==> src/lfu_kvc_pkg.sv <==
// shared constants, codes and types for the lfu key/value cache
`default_nettype none

package lfu_kvc_pkg;

    localparam int ENTRIES     = 5;
    localparam int KEY_WIDTH   = 32;
    localparam int DATA_WIDTH  = 32;
    localparam int COUNT_WIDTH = 16;
    localparam int IDX_W       = $clog2(ENTRIES);
    localparam int FILL_W      = $clog2(ENTRIES + 1);

    localparam logic [COUNT_WIDTH-1:0] COUNT_MAX = {COUNT_WIDTH{1'b1}};
    localparam logic [FILL_W-1:0]      FILL_FULL = FILL_W'(ENTRIES);

    // operation codes
    typedef enum logic [1:0] {
        OP_ADD    = 2'd0,
        OP_LOOKUP = 2'd1,
        OP_PROBE  = 2'd2,
        OP_REMOVE = 2'd3
    } func_t;

    // result status codes
    typedef enum logic [1:0] {
        ST_OK    = 2'd0,
        ST_MISS  = 2'd1,
        ST_EVICT = 2'd2
    } status_t;

    typedef logic [ENTRIES-1:0][KEY_WIDTH-1:0]   key_arr_t;
    typedef logic [ENTRIES-1:0][DATA_WIDTH-1:0]  data_arr_t;
    typedef logic [ENTRIES-1:0][COUNT_WIDTH-1:0] count_arr_t;

    // result of the parallel key match and least-count search
    typedef struct packed {
        logic             hit;
        logic [IDX_W-1:0] match_idx;
        logic [IDX_W-1:0] victim_idx;
    } scan_t;

endpackage

`default_nettype wire

==> src/lfu_kvc_scan.sv <==
// parallel key match with first-hit priority and least-count victim search
`default_nettype none

module lfu_kvc_scan
    import lfu_kvc_pkg::*;
(
    input  wire key_arr_t          keys,
    input  wire count_arr_t        counts,
    input  wire [FILL_W-1:0]       occupancy,
    input  wire [KEY_WIDTH-1:0]    key,
    output scan_t                  scan
);

    logic [ENTRIES-1:0] match_vec;

    // compare every occupied slot at once
    always_comb
    begin
        for (int i = 0; i < ENTRIES; i++)
        begin
            match_vec[i] = (FILL_W'(i) < occupancy) && (keys[i] == key);
        end
    end

    // earliest matching slot wins
    always_comb
    begin
        scan.hit       = |match_vec;
        scan.match_idx = '0;
        for (int i = ENTRIES - 1; i >= 0; i--)
        begin
            if (match_vec[i])
            begin
                scan.match_idx = IDX_W'(i);
            end
        end
    end

    // smallest count, earliest on ties (only strict less moves the pick)
    always_comb
    begin
        logic [COUNT_WIDTH-1:0] best;
        best            = counts[0];
        scan.victim_idx = '0;
        for (int i = 1; i < ENTRIES; i++)
        begin
            if (counts[i] < best)
            begin
                best            = counts[i];
                scan.victim_idx = IDX_W'(i);
            end
        end
    end

endmodule

`default_nettype wire

==> src/lfu_key_value_cache_top.sv <==
// top level of the lfu key/value cache: input stage, update logic, result stage
`default_nettype none

// A five-entry key/value cache with least-frequently-used replacement. An
// operation is accepted on any clock edge where start is high and busy is
// low; busy stays low, so one operation can be issued every cycle. Each
// operation gives exactly one result beat, marked by done: it is captured
// in the input register, then passes through the match and least-count
// logic into the result register and the entry store.
// The result is shown for a single cycle and cannot be held off, so the
// receiver must take it when done is high. Back-to-back operations see the
// store as left by the one before. fill_count gives the entry count after
// the operation; read_data and evicted_key are zero when they do not apply.

module lfu_key_value_cache_top
    import lfu_kvc_pkg::*;
(
    input  wire                   clk,
    input  wire                   rst_n,
    input  wire                   start,
    output logic                  busy,
    input  wire [1:0]             func,
    input  wire [KEY_WIDTH-1:0]   entry_key,
    input  wire [DATA_WIDTH-1:0]  entry_data,
    output logic                  done,
    output logic                  hit,
    output logic [1:0]            status,
    output logic [DATA_WIDTH-1:0] read_data,
    output logic [KEY_WIDTH-1:0]  evicted_key,
    output logic [FILL_W-1:0]     fill_count
);

    // input stage
    logic                  in_valid_reg;
    func_t                 in_func_reg;
    logic [KEY_WIDTH-1:0]  in_key_reg;
    logic [DATA_WIDTH-1:0] in_data_reg;

    // entry store
    key_arr_t          key_reg,   key_next;
    data_arr_t         data_reg,  data_next;
    count_arr_t        count_reg, count_next;
    logic [FILL_W-1:0] occ_reg,   occ_next;

    // result stage
    logic                  done_reg;
    logic                  hit_reg,   hit_next;
    status_t               status_reg, status_next;
    logic [DATA_WIDTH-1:0] rdata_reg, rdata_next;
    logic [KEY_WIDTH-1:0]  ekey_reg,  ekey_next;
    logic [FILL_W-1:0]     fill_reg;

    scan_t scan;
    logic  accept;

    assign busy   = 1'b0;
    assign accept = start && !busy;

    // capture the incoming beat
    always_ff @(posedge clk or negedge rst_n)
    begin
        if (!rst_n)
        begin
            in_valid_reg <= 1'b0;
        end
        else
        begin
            in_valid_reg <= accept;
        end
    end

    always_ff @(posedge clk)
    begin
        if (accept)
        begin
            in_func_reg <= func_t'(func);
            in_key_reg  <= entry_key;
            in_data_reg <= entry_data;
        end
    end

    lfu_kvc_scan u_scan (
        .keys      (key_reg),
        .counts    (count_reg),
        .occupancy (occ_reg),
        .key       (in_key_reg),
        .scan      (scan)
    );

    // store update and result for the registered beat
    always_comb
    begin
        key_next    = key_reg;
        data_next   = data_reg;
        count_next  = count_reg;
        occ_next    = occ_reg;
        hit_next    = 1'b0;
        status_next = ST_OK;
        rdata_next  = '0;
        ekey_next   = '0;

        case (in_func_reg) inside
            OP_ADD:
            begin
                if (occ_reg == FILL_FULL)
                begin
                    // drop the victim, close the gap, append at the tail
                    status_next = ST_EVICT;
                    ekey_next   = key_reg[scan.victim_idx];
                    for (int i = 0; i < ENTRIES - 1; i++)
                    begin
                        if (IDX_W'(i) >= scan.victim_idx)
                        begin
                            key_next[i]   = key_reg[i + 1];
                            data_next[i]  = data_reg[i + 1];
                            count_next[i] = count_reg[i + 1];
                        end
                    end
                    key_next[ENTRIES - 1]   = in_key_reg;
                    data_next[ENTRIES - 1]  = in_data_reg;
                    count_next[ENTRIES - 1] = '0;
                end
                else
                begin
                    for (int i = 0; i < ENTRIES; i++)
                    begin
                        if (FILL_W'(i) == occ_reg)
                        begin
                            key_next[i]   = in_key_reg;
                            data_next[i]  = in_data_reg;
                            count_next[i] = '0;
                        end
                    end
                    occ_next = occ_reg + 1'b1;
                end
            end
            OP_LOOKUP, OP_PROBE, OP_REMOVE:
            begin
                if (!scan.hit)
                begin
                    status_next = ST_MISS;
                end
                else
                begin
                    hit_next = 1'b1;
                    if (in_func_reg == OP_LOOKUP)
                    begin
                        rdata_next = data_reg[scan.match_idx];
                        if (count_reg[scan.match_idx] != COUNT_MAX)
                        begin
                            count_next[scan.match_idx] =
                                count_reg[scan.match_idx] + 1'b1;
                        end
                    end
                    else if (in_func_reg == OP_REMOVE)
                    begin
                        for (int i = 0; i < ENTRIES - 1; i++)
                        begin
                            if (IDX_W'(i) >= scan.match_idx)
                            begin
                                key_next[i]   = key_reg[i + 1];
                                data_next[i]  = data_reg[i + 1];
                                count_next[i] = count_reg[i + 1];
                            end
                        end
                        occ_next = occ_reg - 1'b1;
                    end
                end
            end
            default:
            begin
                status_next = ST_OK;
            end
        endcase
    end

    // control state and counts
    always_ff @(posedge clk or negedge rst_n)
    begin
        if (!rst_n)
        begin
            occ_reg   <= '0;
            count_reg <= '0;
            done_reg  <= 1'b0;
        end
        else
        begin
            done_reg <= in_valid_reg;
            if (in_valid_reg)
            begin
                occ_reg   <= occ_next;
                count_reg <= count_next;
            end
        end
    end

    // keys, data and result payload
    always_ff @(posedge clk)
    begin
        if (in_valid_reg)
        begin
            key_reg    <= key_next;
            data_reg   <= data_next;
            hit_reg    <= hit_next;
            status_reg <= status_next;
            rdata_reg  <= rdata_next;
            ekey_reg   <= ekey_next;
            fill_reg   <= occ_next;
        end
    end

    assign done        = done_reg;
    assign hit         = hit_reg;
    assign status      = status_reg;
    assign read_data   = rdata_reg;
    assign evicted_key = ekey_reg;
    assign fill_count  = fill_reg;

    // checks
    a_done_follows: assert property (@(posedge clk) disable iff (!rst_n)
        accept |=> ##1 done)
        else $error("result beat missing after accepted operation");

    a_fill_bound: assert property (@(posedge clk) disable iff (!rst_n)
        occ_reg <= FILL_FULL)
        else $error("occupancy above entry count");

    a_evict_full: assert property (@(posedge clk) disable iff (!rst_n)
        (done && status == ST_EVICT) |-> (fill_count == FILL_FULL && !hit))
        else $error("eviction reported without a full store");

    a_hit_ok: assert property (@(posedge clk) disable iff (!rst_n)
        (done && hit) |-> (status == ST_OK))
        else $error("hit with non-ok status");

endmodule

`default_nettype wire

==> config.mk <==
export PLATFORM = sky130hd
export DESIGN_NAME = lfu_key_value_cache_top
export DESIGN_NICKNAME = d
export VERILOG_FILES = /design/src/lfu_kvc_pkg.sv /design/src/lfu_kvc_scan.sv /design/src/lfu_key_value_cache_top.sv
export SDC_FILE = /design/constraint.sdc
export NUM_CORES = 1
export LEC_CHECK = 0
export BUFFER_PORTS_ARGS = -buffer_cell sky130_fd_sc_hd__buf_4
export CAP_MARGIN = 20
export CORE_MARGIN = 4
export CORE_UTILIZATION = 34
export DETAILED_ROUTE_END_ITERATION = 8
export GPL_ROUTABILITY_DRIVEN = 0
export SLEW_MARGIN = 20
export SYNTH_ARGS = -nofsm -noshare
export SYNTH_HDL_FRONTEND = slang
export SYNTH_HIERARCHICAL = 1
export SYNTH_SLANG_ARGS = --single-unit
==> constraint.sdc <==
create_clock -name clk -period 13.27 [get_ports clk]
set_input_delay 1.327 -clock clk [delete_from_list [all_inputs] [get_ports clk]]
set_output_delay 1.327 -clock clk [all_outputs]
set_load 0.02 [all_outputs]
==> run_results.csv <==
group,metric,value,unit
setup_path,reg2reg_to,"count_reg[0]",
yosys,synth_flop_cell,"edfxtp_1",
drt,totalWireLength,82700,microns
clock_tree,post_cts_resized,0,
clock_tree,clockRootBuffer,"clkbuf_16",
setup_path,critPathMaxFanout,35,
yosys,synth_cells,2547,
power_and_ir_drop,ir_worst_vdd,343,uV
sta,finalHoldViolations,0,
sta,worstMarginPinSlew,1120,ps
floorplan,die_h,297,microns
drt,vias,20307,
setup_path,cp-end-kind,"flop",
setup_path,slowest_stage,"a2111oi_1",
clock_tree,clkSinkCount,541,
global_routing,grt_use_total,0.181,
layout,area_growth,14.1,%
floorplan,num_io_pins,141,
power_and_ir_drop,leakagePower,12.5,nW
floorplan,start_util,0.344,
place,dp.final_hpwl,54600,microns
setup_path,worstPathRequired,13770,ps
layout,mostFrequentLayoutCells,"nand2_1 (656), edfxtp_1 (456), buf_4 (170)",
global_routing,grt_pass1_vias,19852,
drt,routed_wire_length_per_instance,22.1,microns
floorplan,num_rows,105,
yosys,synth_area_per_cell,11.2,sq um
yosys,ys_seq_area_frac,0.557,
outcome,status,"completed",
setup_path,worstSetupPathType,"flop to flop",
clock_tree,cts_max_level,2,
setup_path,cp_slowest_stage_delay,650,ps
sta,finClkSkew,20.9,ps
floorplan,core_area,82500,sq um
setup_path,reg2reg_slack,2580,ps
min_path,hold_end,"data_reg[129]",
sta,tns,0,ps
setup_path,arrival,11180,ps
place,portBuffers,139,
setup_path,reg2reg_from,"count_reg[1]",
clock_tree,cts_buffer_depth,3,
drt,drtIter0Drc,2027,
sta,timing.final.crit_share,0.805,
sta,slew_viol_final,0,
setup_path,critPathLaunchType,"flop",
layout,ff_latch_area,15800,sq um
yosys,ys_async_sr_fraction,0.157,
layout,fill_cells,7945,
global_routing,antenna_found_initial,3,
power_and_ir_drop,p_total,6.27,mW
setup_path,ff2ff_path_depth,43,
layout,final_nets,2763,
clock_tree,hold_buffers,0,
layout,multi_input_area,11800,sq um
drt,post-route-drc-count,0,
power_and_ir_drop,powerDensity,193,nW/um^2
setup_path,critPathMostFrequentCell,"a21o_1",
sta,max_freq,93.6,MHz
global_routing,grt_pass1_wl,125000,microns
yosys,synth-seq-cells,541,
clock_tree,cts_tree,"yes",
global_routing,grt-ovfl-total,0,
sta,slew_headroom,0.253,
run,maxCapViolations,0,
sta,setup_viol,0,
yosys,syn-num-nets,2685,
yosys,syn-cell-area,28400,sq um
yosys,yosysWarnings,6,
clock_tree,cts_setup_buffers,0,
floorplan,die_w,297,microns
clock_tree,path_clk_slew,60,ps
clock_tree,clk_latency,620,ps
drt,final_antenna_net_count,0,
layout,drive_above_1_share,0.143,
layout,final_common_cell,"nand2_1",
clock_tree,cts_made_buffers,58,
drt,via_per_inst,5.42,
sta,final.min_clock_period,10690,ps
min_path,min_path_type,"flop to flop",
drt,drt_first_pass_iters,5,
floorplan,dieArea,88200,sq um
min_path,hold_start,"in_data_reg[1]",
yosys,synth_edf_count,456,
min_path,min_path_cells,0,
global_routing,grt_max_degree,102,
yosys,synth_cell_types,78,
sta,rsz0062_at_grt,"no",
synthesized netlist by cell type (22+ instances only):
library cell / instances / area share
o21ai_0: 71 / 0.013
mux4_2: 33 / 0.026
nor2_1: 142 / 0.019
o22a_1: 40 / 0.012
edfxtp_1: 456 / 0.48
xnor2_1: 128 / 0.039
xor2_1: 44 / 0.014
inv_1: 51 / 0.0067
nand2_1: 657 / 0.087
nor3_1: 24 / 0.0042
ha_1: 69 / 0.030
a22oi_1: 39 / 0.010
clkbuf_1: 116 / 0.015
a21oi_1: 74 / 0.013
nor4_1: 22 / 0.0048
dfrtp_1: 85 / 0.075
mux2_4: 36 / 0.019
o211ai_1: 26 / 0.0069
mux2i_1: 99 / 0.035
nand4_1: 67 / 0.015
nand3_1: 30 / 0.0053
how the worst max path moves through the flow:
stage / from / to / cells past startpoint
floorplan: count_reg[31] / data_reg[64] / 42
global placement: count_reg[31] / count_reg[4] / 44
detailed placement: count_reg[31] / count_reg[0] / 44
CTS: count_reg[31] / count_reg[0] / 44
global route: count_reg[2] / count_reg[9] / 43
finish: count_reg[1] / count_reg[0] / 43
where the power goes:
| part | leakage [nW] | switching (mW) | internal [mW] |
|---|---|---|---|
| Sequential | 5.41 | 0.108 | 1.96 |
| Combinational | 6.10 | 1.54 | 1.01 |
| Clock | 0.935 | 0.700 | 0.949 |
cells by family after synthesis:
family / after synthesis / synth area share
buffers and inverters: 206 / 0.0307
muxes: 185 / 0.0868
AOI/OAI and AO/OA: 365 / 0.0879
DFF: 541 / 0.557
and+or+nand+nor: 1006 / 0.153
other: 1 / 0.000132
adders and majority gates: 71 / 0.0311
xor gates and xnor gates: 172 / 0.0530
critical path, delay by kind of cell (launching register included):
kind                       cells  cell delay, ps
buffers and inverters          4            1060
and+or+nand+nor                8            1720
AOI/OAI and AO/OA             23            4940
muxes                          4            1210
adders and majority gates      4            1190
DFF                            1             390
per-layer routing:
metal  GRT usage  up-vias  wire length [microns]
met5           0        -                     13
met4      0.0429        2                   1610
met3      0.0307      111                   6290
met2       0.286      791                  37600
met1       0.260    10059                  37300
li1            -     9344                      -
per-stage QoR:
stage	instances	cell area (sq um)	utilization	hold slack, ps	setup WS [ps]
after floorplan	2547	28400	-	426	288
after global placement	3635	30500	0.369	434	2990
after detailed placement	3635	30500	0.369	434	2810
after CTS	3744	32400	0.393	449	2730
after global routing	3744	32400	0.393	451	1730
final	3745	32400	0.393	447	2580
cell type report:
| type | instances | share of cell area |
|---|---|---|
| timing repair buffer | 170 | 0.0394 |
| multi-input combinational | 1800 | 0.365 |
| antenna | 1 | 0.0000772 |
| sequential | 541 | 0.488 |
| clock buffer | 64 | 0.0461 |
| clock inverter | 45 | 0.0132 |
| tap | 1070 | 0.0413 |
| inverter | 54 | 0.00626 |
(Power assumes the default switching activity.)
